$ cat config.mk
export PLATFORM = sky130hd
export DESIGN_NAME = complex_block_float_encoder
export DESIGN_NICKNAME = d
export VERILOG_FILES = /design/src/hw/rtl/cbfe_pkg.sv /design/src/hw/rtl/complex_block_float_encoder.sv
export SDC_FILE = /design/constraint.sdc
export NUM_CORES = 2
export LEC_CHECK = 0
export ABC_AREA = 0
export BUFFER_PORTS_ARGS = -buffer_cell sky130_fd_sc_hd__buf_4
export CORE_MARGIN = 2
export CORE_UTILIZATION = 40
export DETAILED_ROUTE_END_ITERATION = 7
export PLACE_DENSITY = 0.55
export RECOVER_POWER = 25
export SKIP_LAST_GASP = 1
export SLEW_MARGIN = 10
export SYNTH_ARGS = -nofsm -noshare
export SYNTH_HDL_FRONTEND = slang
export SYNTH_SLANG_ARGS = --single-unit
$ cat constraint.sdc
create_clock -name clk -period 6.8 [get_ports clk]
set_input_delay 0.34 -clock clk [delete_from_list [all_inputs] [get_ports clk]]
set_output_delay 0.34 -clock clk [all_outputs]
set_load 0.05 [all_outputs]
$ cat src/hw/rtl/cbfe_pkg.sv
// ----------------------------------------------------------------------------
// cbfe_pkg
// Types and constants for the complex block-float encoder.
// ----------------------------------------------------------------------------
package cbfe_pkg;

  typedef enum logic [2:0] {
    CFG_MANT_WIDTH    = 3'd0,
    CFG_MANT_INT_BITS = 3'd1,
    CFG_MANT_SIGNED   = 3'd2,
    CFG_EXP_WIDTH     = 3'd3,
    CFG_EXP_SIGNED    = 3'd4,
    CFG_EXP_POSITIVE  = 3'd5
  } cfg_idx_t;

  // One decoded component: value = (neg ? -m : m) * 2^e.
  typedef struct packed {
    logic               neg;
    logic [23:0]        m;
    logic signed [11:0] e;
    logic [30:0]        mag;   // IEEE magnitude bits, for ordering
  } comp_t;

  // One component after the shift onto the mantissa grid.
  typedef struct packed {
    logic        neg;
    logic        ovf;
    logic [54:0] mag;
    logic        rem;
  } shr_t;

  localparam logic [7:0]         EXP_SPECIAL = 8'hFF;
  localparam logic [23:0]        INF_MANT    = 24'h800000;
  localparam logic signed [11:0] INF_EXP     = 12'sd877;
  localparam logic signed [11:0] INF_LOG     = 12'sd900;
  localparam logic signed [11:0] DENORM_EXP  = -12'sd149;
  localparam logic signed [11:0] EXP_BIAS    = 12'sd127;
  localparam logic signed [11:0] FRAC_BIAS   = 12'sd150;

endpackage

$ cat src/hw/rtl/complex_block_float_encoder.sv
// ----------------------------------------------------------------------------
// complex_block_float_encoder
// Packs a complex IEEE single-precision sample into a shared-exponent word.
// ----------------------------------------------------------------------------
// A sample is taken in every cycle in which start is high; busy is always low.
// The packed word appears on out_packed_word, marked by a one-cycle
// out_valid strobe, in input order. The five register stages are
// decode and pick of the larger component, exponent search of that component,
// exponent clamp, shift onto the mantissa grid, and saturate and pack.
// Configuration writes are always ready and must be made with no samples
// in flight.
module complex_block_float_encoder (
  input  logic        clk,
  input  logic        rst_n,
  input  logic        start,
  output logic        busy,
  input  logic [31:0] in_real_bits,
  input  logic [31:0] in_imag_bits,
  input  logic        cfg_valid,
  output logic        cfg_ready,
  input  logic [2:0]  cfg_index,
  input  logic [7:0]  cfg_data,
  output logic        out_valid,
  output logic [63:0] out_packed_word
);
  import cbfe_pkg::*;

  // Configuration registers
  logic [4:0]        mant_width_r;
  logic signed [5:0] mant_int_bits_r;
  logic              mant_signed_r;
  logic [3:0]        exp_width_r;
  logic              exp_signed_r;
  logic              exp_positive_r;

  logic [4:0]         wm;
  logic signed [5:0]  ib;
  logic [3:0]         we;
  logic signed [12:0] emin, emax, ehalf, efull;
  logic [7:0]         emask;

  assign busy      = 1'b0;
  assign cfg_ready = 1'b1;

  always_ff @(posedge clk) begin
    if (!rst_n) begin
      mant_width_r    <= 5'd14;
      mant_int_bits_r <= 6'sd1;
      mant_signed_r   <= 1'b1;
      exp_width_r     <= 4'd4;
      exp_signed_r    <= 1'b0;
      exp_positive_r  <= 1'b0;
    end else if (cfg_valid && cfg_ready) begin
      case (cfg_index)
        CFG_MANT_WIDTH:    mant_width_r    <= cfg_data[4:0];
        CFG_MANT_INT_BITS: mant_int_bits_r <= cfg_data[5:0];
        CFG_MANT_SIGNED:   mant_signed_r   <= cfg_data[0];
        CFG_EXP_WIDTH:     exp_width_r     <= cfg_data[3:0];
        CFG_EXP_SIGNED:    exp_signed_r    <= cfg_data[0];
        CFG_EXP_POSITIVE:  exp_positive_r  <= cfg_data[0];
        default: ;
      endcase
    end
  end

  always_comb begin
    wm = (mant_width_r == 5'd0) ? 5'd1 : mant_width_r;
    ib = (mant_int_bits_r == 6'sb10_0000) ? -6'sd31 : mant_int_bits_r;
    if (exp_width_r == 4'd0) begin
      we = 4'd1;
    end else if (exp_width_r > 4'd8) begin
      we = 4'd8;
    end else begin
      we = exp_width_r;
    end
    ehalf = 13'sd1 <<< (we - 4'd1);
    efull = 13'sd1 <<< we;
    emask = 8'(efull - 13'sd1);
    if (exp_signed_r) begin
      emin = -ehalf;
      emax = ehalf - 13'sd1;
    end else if (exp_positive_r) begin
      emin = 13'sd0;
      emax = efull - 13'sd1;
    end else begin
      emin = 13'sd1 - efull;
      emax = 13'sd0;
    end
  end

  function automatic comp_t decode_comp(logic [31:0] bits, logic sm);
    comp_t      c;
    logic [7:0] ef;
    logic [22:0] fr;
    logic       zeroed;
    ef = bits[30:23];
    fr = bits[22:0];
    c  = '0;
    // NaN counts as zero, and so does a negative value with unsigned mantissas.
    zeroed = (ef == EXP_SPECIAL && fr != 23'd0) || (!sm && bits[31]);
    if (!zeroed) begin
      c.mag = bits[30:0];
      if (ef == EXP_SPECIAL) begin
        c.m = INF_MANT;
        c.e = INF_EXP;
      end else if (ef == 8'd0) begin
        c.m = {1'b0, fr};
        c.e = DENORM_EXP;
      end else begin
        c.m = {1'b1, fr};
        c.e = $signed({4'd0, ef}) - FRAC_BIAS;
      end
      c.neg = bits[31] && (c.m != 24'd0);
    end
    return c;
  endfunction

  function automatic shr_t shift_comp(comp_t c, logic signed [12:0] base);
    shr_t               s;
    logic signed [12:0] sh;
    logic signed [12:0] k;
    logic [23:0]        lowmask;
    sh      = 13'(c.e) + base;
    k       = -sh;
    s       = '0;
    s.neg   = c.neg;
    lowmask = '0;
    if (sh >= 13'sd32) begin
      s.ovf = (c.m != 24'd0);
    end else if (sh >= 13'sd0) begin
      s.mag = 55'(c.m) << sh[4:0];
    end else if (k >= 13'sd25) begin
      s.rem = (c.m != 24'd0);
    end else begin
      lowmask = (24'd1 << k[4:0]) - 24'd1;
      s.mag   = 55'(c.m >> k[4:0]);
      s.rem   = (c.m & lowmask) != 24'd0;
    end
    return s;
  endfunction

  function automatic logic [31:0] sat_comp(shr_t s, logic [4:0] w, logic sm);
    logic [32:0] half, full, dmax, wmask;
    logic [55:0] nm, neg_nm;
    logic [31:0] r;
    half  = 33'd1 << (w - 5'd1);
    full  = 33'd1 << w;
    wmask = full - 33'd1;
    dmax  = sm ? (half - 33'd1) : wmask;
    nm     = 56'(s.mag) + 56'(s.rem);
    neg_nm = ~nm + 56'd1;
    if (s.neg) begin
      r = (s.ovf || nm > 56'(half)) ? half[31:0] : neg_nm[31:0];
    end else begin
      r = (s.ovf || s.mag > 55'(dmax)) ? dmax[31:0] : s.mag[31:0];
    end
    return r & wmask[31:0];
  endfunction

  // Stage 1: decode and pick the component of larger magnitude.
  logic        s1_valid_r, s1_zero_r, s1_big_neg_r;
  logic [30:0] s1_big_bits_r;
  comp_t       s1_rc_r, s1_ic_r;
  comp_t       rc_nxt, ic_nxt;
  logic        pick_real_nxt;

  always_comb begin
    rc_nxt = decode_comp(in_real_bits, mant_signed_r);
    ic_nxt = decode_comp(in_imag_bits, mant_signed_r);
    if (rc_nxt.mag != ic_nxt.mag) begin
      pick_real_nxt = rc_nxt.mag > ic_nxt.mag;
    end else begin
      pick_real_nxt = !rc_nxt.neg && ic_nxt.neg;
    end
  end

  always_ff @(posedge clk) begin
    if (!rst_n) begin
      s1_valid_r <= 1'b0;
    end else begin
      s1_valid_r <= start && !busy;
    end
    s1_rc_r       <= rc_nxt;
    s1_ic_r       <= ic_nxt;
    s1_zero_r     <= (rc_nxt.m == 24'd0) && (ic_nxt.m == 24'd0);
    s1_big_neg_r  <= pick_real_nxt ? rc_nxt.neg : ic_nxt.neg;
    s1_big_bits_r <= pick_real_nxt ? rc_nxt.mag : ic_nxt.mag;
  end

  // Stage 2: floor(log2) of the larger component and whether it is a power of two.
  logic               s2_valid_r, s2_zero_r, s2_big_neg_r, s2_pow2_r;
  logic signed [11:0] s2_log_r;
  comp_t              s2_rc_r, s2_ic_r;
  logic signed [11:0] log_nxt;
  logic               pow2_nxt;
  logic [4:0]         msb_pos;

  always_comb begin
    msb_pos = '0;
    for (int i = 0; i < 23; i++) begin
      if (s1_big_bits_r[i]) begin
        msb_pos = 5'(i);
      end
    end
    if (s1_big_bits_r[30:23] == EXP_SPECIAL) begin
      log_nxt  = INF_LOG;
      pow2_nxt = 1'b1;
    end else if (s1_big_bits_r[30:23] == 8'd0) begin
      log_nxt  = DENORM_EXP + $signed({7'd0, msb_pos});
      pow2_nxt = $onehot(s1_big_bits_r[22:0]);
    end else begin
      log_nxt  = $signed({4'd0, s1_big_bits_r[30:23]}) - EXP_BIAS;
      pow2_nxt = (s1_big_bits_r[22:0] == 23'd0);
    end
  end

  always_ff @(posedge clk) begin
    if (!rst_n) begin
      s2_valid_r <= 1'b0;
    end else begin
      s2_valid_r <= s1_valid_r;
    end
    s2_zero_r    <= s1_zero_r;
    s2_big_neg_r <= s1_big_neg_r;
    s2_pow2_r    <= pow2_nxt;
    s2_log_r     <= log_nxt;
    s2_rc_r      <= s1_rc_r;
    s2_ic_r      <= s1_ic_r;
  end

  // Stage 3: shared exponent, clamped to the legal range.
  logic               s3_valid_r, s3_zero_r;
  logic signed [9:0]  s3_ex_r;
  comp_t              s3_rc_r, s3_ic_r;
  logic signed [12:0] target, il, ib13;
  logic signed [9:0]  ex_nxt;

  always_comb begin
    ib13 = 13'(ib);
    il   = mant_signed_r ? (ib13 - 13'sd1) : ib13;
    // A negative leader is scaled so its magnitude lands in the upper half-open band.
    if (mant_signed_r && s2_big_neg_r) begin
      target = 13'(s2_log_r) + $signed({12'd0, !s2_pow2_r}) - ib13 + 13'sd1;
    end else begin
      target = 13'(s2_log_r) + 13'sd1 - il;
    end
    if (target < emin) begin
      ex_nxt = 10'(emin);
    end else if (target > emax) begin
      ex_nxt = 10'(emax);
    end else begin
      ex_nxt = 10'(target);
    end
  end

  always_ff @(posedge clk) begin
    if (!rst_n) begin
      s3_valid_r <= 1'b0;
    end else begin
      s3_valid_r <= s2_valid_r;
    end
    s3_zero_r <= s2_zero_r;
    s3_ex_r   <= ex_nxt;
    s3_rc_r   <= s2_rc_r;
    s3_ic_r   <= s2_ic_r;
  end

  // Stage 4: shift both components onto the mantissa grid.
  logic               s4_valid_r, s4_zero_r;
  logic signed [9:0]  s4_ex_r;
  shr_t               s4_rs_r, s4_is_r;
  logic signed [12:0] base_nxt;

  assign base_nxt = $signed({8'd0, wm}) - ib13 - 13'(s3_ex_r);

  always_ff @(posedge clk) begin
    if (!rst_n) begin
      s4_valid_r <= 1'b0;
    end else begin
      s4_valid_r <= s3_valid_r;
    end
    s4_zero_r <= s3_zero_r;
    s4_ex_r   <= s3_ex_r;
    s4_rs_r   <= shift_comp(s3_rc_r, base_nxt);
    s4_is_r   <= shift_comp(s3_ic_r, base_nxt);
  end

  // Stage 5: saturate, floor and pack.
  logic              out_valid_r;
  logic [63:0]       out_word_r, word_nxt;
  logic [31:0]       mr, mi;
  logic signed [9:0] ex_store;
  logic [7:0]        ef, zcode;

  always_comb begin
    mr       = sat_comp(s4_rs_r, wm, mant_signed_r);
    mi       = sat_comp(s4_is_r, wm, mant_signed_r);
    ex_store = (!exp_signed_r && !exp_positive_r) ? -s4_ex_r : s4_ex_r;
    ef       = ex_store[7:0] & emask;
    if (exp_signed_r) begin
      zcode = 8'd1 << (we - 4'd1);
    end else if (exp_positive_r) begin
      zcode = 8'd0;
    end else begin
      zcode = emask;
    end
    if (s4_zero_r) begin
      word_nxt = 64'(zcode);
    end else begin
      word_nxt = 64'(ef) | (64'(mi) << we) | (64'(mr) << (6'(we) + 6'(wm)));
    end
  end

  always_ff @(posedge clk) begin
    if (!rst_n) begin
      out_valid_r <= 1'b0;
    end else begin
      out_valid_r <= s4_valid_r;
    end
    out_word_r <= word_nxt;
  end

  assign out_valid       = out_valid_r;
  assign out_packed_word = out_word_r;

  a_latency: assert property (@(posedge clk) disable iff (!rst_n)
    out_valid |-> $past(start, 5))
    else $error("result strobe without a transfer five cycles earlier");

  a_zero_no_ovf: assert property (@(posedge clk) disable iff (!rst_n)
    s4_zero_r |-> !s4_rs_r.ovf && !s4_is_r.ovf)
    else $error("zero sample flagged as overflow");

  a_zero_word: assert property (@(posedge clk) disable iff (!rst_n)
    (s4_valid_r && s4_zero_r) |=> out_packed_word[63:8] == 56'd0)
    else $error("zero sample word carries mantissa bits");

endmodule

Word-level counts from Yosys, hierarchy flattened:

Cells that the tools add are included.

* add/sub/neg operators: 54
* $lt $le $gt $ge: 14
* equality and inequality tests: 11
* shift operators: 13
* multiplexer cells: 64
* bitwise logic cells: 9
* reductions and logical operators: 46

Operators with widths (count)
* $mux 55: 4
* $mux 36: 6
* $mux 32: 6
* $reduce_bool 24->1: 6
* $mux 68: 2
* $add 55x1->56: 2
* $gt 56x33->1: 2
* $gt 55x33->1: 2
* $mux 5: 22
* $shl 24x5->55: 2
* $shr 24x5->55: 2
* $mux 13: 6
* $shl 1x5->33 const A: 2
* $sub 33x1->33 const B: 2
* $add 32x1->32 const B: 2
* $and 32x32->32: 2
* $not 32->32: 2
* $or 64x64->64: 1
* $or 8x64->64: 1
* $shl 32x4->64: 1
* $shl 32x6->64: 1
* $and 24x24->24: 2
* $logic_not 24->1: 2
* $shl 1x5->24 const A: 2
* other kinds (62): 129

* bits in registers: 493
* bits of input ports: 79
* output and inout bits: 67
* word-level logic and storage cells: 261

Logic depth before layout (Yosys ltp):

* depth after elaboration: 24
* gate-level depth with buffers: 31

Worst setup path before layout:

Ideal clock, no wire load.

* kind: flip-flop to flip-flop
* start point: register mant_width_r[2]
* end point: register s4_rs_r[0] in the netlist's numbering
* library setup time: 0.137 ns
* arrival time: 6.490 ns
* data required time: 6.663 ns
* slack: 0.173 ns
* stages on the path, launching flop included: 26
* buffers on the path: 8
* clock period less this slack: 6.627 ns
* cells stage by stage: dfxtp_1 clkbuf_1 clkbuf_1 clkbuf_1 clkbuf_1 clkbuf_1 fa_1 ha_1 a21oi_1 xnor2_1 ha_1 inv_1 xnor2_1 nand3_1 xnor2_1 clkbuf_1 clkbuf_1 clkbuf_1 nand3_1 ha_1 o21ai_1 a31o_2 xor2_1 a221o_1 a2111oi_0 a311oi_1

* word-level cells in the longest chain between the ends: 11

RTL lines
* start, declared: line complex_block_float_encoder.sv:29 `logic [4:0] mant_width_r;`
* start signal, assigned: line complex_block_float_encoder.sv:55 `CFG_MANT_WIDTH: mant_width_r <= cfg_data[4:0];`
* $logic_not 5->1: line complex_block_float_encoder.sv:67 `wm = (mant_width_r == 5'd0) ? 5'd1 : mant_width_r;`
* $mux 5 (*): line complex_block_float_encoder.sv:67
* $sub 6x6->7 (*): line complex_block_float_encoder.sv:274 `assign base_nxt = $signed({8'd0, wm}) - ib13 - 13'(s3_ex_r);`
* $sub 7x10->11 (*): line complex_block_float_encoder.sv:274
* $add 12x11->13 (*): line complex_block_float_encoder.sv:123 `sh = 13'(c.e) + base;`
* $neg 13->13: line complex_block_float_encoder.sv:124 `k = -sh;`
* $shl 1x5->24: line complex_block_float_encoder.sv:135 `lowmask = (24'd1 << k[4:0]) - 24'd1;`
* $sub 24x1->24: line complex_block_float_encoder.sv:135
* $and 24x24->24: line complex_block_float_encoder.sv:137 `s.rem = (c.m & lowmask) != 24'd0;`
* $reduce_bool 24->1: line complex_block_float_encoder.sv:137
* $mux 1: line complex_block_float_encoder.sv:132 `end else if (k >= 13'sd25) begin`
* end signal, assigned: line complex_block_float_encoder.sv:284 `s4_rs_r <= shift_comp(s3_rc_r, base_nxt);`
* end, declared: line complex_block_float_encoder.sv:271 `shr_t s4_rs_r, s4_is_r;`

Mark *: on every way between the ends. The rest lies on a longest branch, timed or not.
A chain may end at the register's enable or synchronous reset.

Final worst setup path:

* start point: register mant_width_r[2]
* end point: register out_word_r[29] (netlist: out_packed_word[29])

* word-level cells in the longest chain between the ends: 14

RTL lines
* $logic_not 5->1: line complex_block_float_encoder.sv:67
* $mux 5 (*): line complex_block_float_encoder.sv:67
* parallel branches: the longest is 11 deep, another holds $gt 55x33->1
* $or 64x64->64 (*): line complex_block_float_encoder.sv:310 `word_nxt = 64'(ef) | (64'(mi) << we) | (64'(mr) << (6'(we) + 6'(wm)));`
* end signal, assigned: line complex_block_float_encoder.sv:320 `out_word_r <= word_nxt;`
* end, declared: line complex_block_float_encoder.sv:290 `logic [63:0] out_word_r, word_nxt;`

Every way passes the cells marked *.

==> impl_metrics.ini <==
[routing]
ant_nets = 0
drc = 0
initialDrtViolationCount = 4630
routed-via-count = 44400
first_pass_iters = 6
vias_per_cell = 6.17
drt-total-wl_um = 188000
routedWlPerCell_um = 26.2

[critical_path]
critical_path_buf_inv_count = 6
r2r-end = out_packed_word[29]
path_max_fanout = 13
r2r_cells = 26
path_class = register to register
crit_end = out_packed_word[29]
crit_path_start_kind = register
reg2reg_from = mant_width_r[2]
cpPeakStageDelay_ns = 0.53
crit_start = mant_width_r[2]
path_delay_family = simple AND/OR/NAND/NOR gates
worst_ep_required_time_ns = 7.32
rrSetupSlack_ns = 0.15
slowest_stage = mux4_2
cp-end-kind = register
crit_cells = 26
cp_data_arrival_time_ns = 7.17

[global_routing]
grt_usage = 0.342
antenna_found_initial = 4
grt_max_degree = 59
grt.overflow.total = 0
first_global_vias = 42400
grt_pass1_wl_um = 277000

[sta]
setup_violations = 0
rsz0062_at_grt = no
hold_viol = 0
setup_tns_ns = 0
clock_skew_ns = 0.0450
period_needed_ns = 6.65
clock.fmax_mhz = 150
slew_headroom = 0.214
finalCritPeriodShare = 0.977
worstMarginPinSlew_ns = 1.16
drv_slew = 0

[cts]
ctsRootBufferMaster = clkbuf_16
clkSinkCount = 479
htreeDepth = 2
path_clk_slew_ns = 0.06
cts_tree = done
worstSkewPairLatency_ns = 0.67
cts_buffers = 51
cts_buffer_depth = 3

[placement]
io_buffers = 141
place_congestion = 1.03
place_area_um2 = 46700
post-place-cells = 7037
hpwl_um = 152000

[cells_and_area]
fin_nets = 6174
regArea_um2 = 9600
layout-drive-gt1-share = 0.162
design_area_um2 = 49300
finalNonFillerCells = 7193
multi_input_area_um2 = 30100
fillers = 10500
area_growth_pct = 18.7

[floorplan]
dieHeight_um = 326
die-width_um = 326
die_area_um2 = 106000
rows = 118
design.portCount = 146
core-area_um2 = 103000
start_util = 0.402

[logic_synthesis]
synthTopCellsByArea = dfxtp_1, ha_1, nand2_1
async_flop_share = 0
synth_top_area_cell = dfxtp_1
synthDistinctLibCells = 117
synthTopCellsByCount = nand2_1, nor2_1, dfxtp_1
synthXorXnorAreaFrac = 0.0487
synth_simple_gate_area_frac = 0.243
synth-edff-count = 0
synth_top_family_by_area = simple AND/OR/NAND/NOR gates
synth_most_common_cell = nand2_1
syn-cell-area_um2 = 41500
synth_flop_cell = dfxtp_1
synth_compound_area_frac = 0.231
synth_warnings = 0
ys_seq_elements = 479
syn_avg_cell_area_um2 = 7.69
synth.top_cell.area_share = 0.231
synthAdderAreaFrac = 0.103
seq_area_frac_synth = 0.231
synthCells = 5399
yosys-mux-area-fraction = 0.0894

[status]
status = completed

[run]
maxCapViolCount = 0

[min_path]
min_path_type = primary input to register
[cells in the final DEF (no fill, tap or decap), drive strengths merged, types with 60 or more instances in the layout]
| cell type | count |
|---|---|
| mux2 | 68 |
| and3 | 120 |
| xnor2 | 165 |
| nand3 | 194 |
| nand2 | 576 |
| nor2 | 481 |
| buf | 584 |
| nor2b | 80 |
| xor2 | 60 |
| mux2i | 179 |
| a211oi | 97 |
| inv | 254 |
| dfxtp | 479 |
| ha | 297 |
| clkbuf | 65 |
| nor3 | 157 |
| o21ai | 297 |
| nand4 | 107 |
| nor4 | 104 |
| a21oi | 378 |
[what timing repair did]
action | 4_1_cts | 5_1_grt
gates resized for setup | 1 | 41
pin swaps | 0 | 3
setup buffers | 0 | 6
hold endpoints to repair | 58 | 0
hold buffers | 55 | 0
endpoints found under the setup margin | 4 | 84
[routing by layer]
metal,track usage,routed length [um]
met5,0,34
met4,0.172,10800
met2,0.549,84600
met1,0.448,79200
met3,0.0508,13800
[flip-flops by register name, summed over array words and instances, names as in the netlist, 5 cells and up]
signal	flops
out_packed_word	64
s2_ic_r	35
s4_ex_r	8
s4_rs_r	58
s3_ic_r	35
mant_int_bits_r	6
s3_rc_r	35
mant_width_r	5
s1_big_bits_r	31
s1_ic_r	35
s1_rc_r	35
s2_rc_r	35
s4_is_r	58
s2_log_r	10
s3_ex_r	10
[per-stage QoR]
stage	setup slack, ns	util	hold WS, ns
global placement	-0.0827	0.453	0.310
CTS	0.00758	0.476	0.00286
global route	0.00769	0.478	0.0365
detailed placement	-0.0649	0.453	0.312
finish	0.153	0.478	0.0372
floorplan	0.173	-	0.310
[cell type report]
cell class,instances,share of cell area
Antenna cell,1,0.0000508
Clock buffer,65,0.0288
Clock inverter,29,0.00815
Inverter,249,0.0190
Multi-Input combinational cell,4351,0.611
Sequential cell,479,0.195
Tap cell,1380,0.0350
Timing Repair Buffer,639,0.103
[worst min path at each step]
stage,start,end,slack [ns],depth (start not counted)
floorplan,s1_big_neg_r,s2_big_neg_r,0.31,0
global placement,s2_rc_r[44],s3_rc_r[44],0.31,0
detailed placement,s1_big_neg_r,s2_big_neg_r,0.31,0
CTS,in_real_bits[17],s1_rc_r[60],0.003,2
global route,in_imag_bits[31],s1_ic_r[67],0.04,3
finish,in_real_bits[11],s1_rc_r[54],0.04,2
[worst register-to-register path, delay by kind of cell, from the launching register on]
kind	cells	cell delay [ns]
simple gates	10	2.38
compound gates	7	1.60
buf+inv	6	1.09
fa+ha+maj	2	0.61
mux	1	0.54
flops	1	0.33
[kinds of logic (layout without fill, tap and decap cells)]
group	count (synthesis)	in the layout
and+or+nand+nor	2056	2056
AOI/OAI and AO/OA	1437	1437
buffers and inverters	576	982
DFF	479	479
adders and majority gates	324	324
muxes	298	298
xor gates and xnor gates	227	227
other	2	10
Power is left out: the tool's default activity adds up to more than one toggle a clock period on the data nets, which glitch-free logic cannot reach.
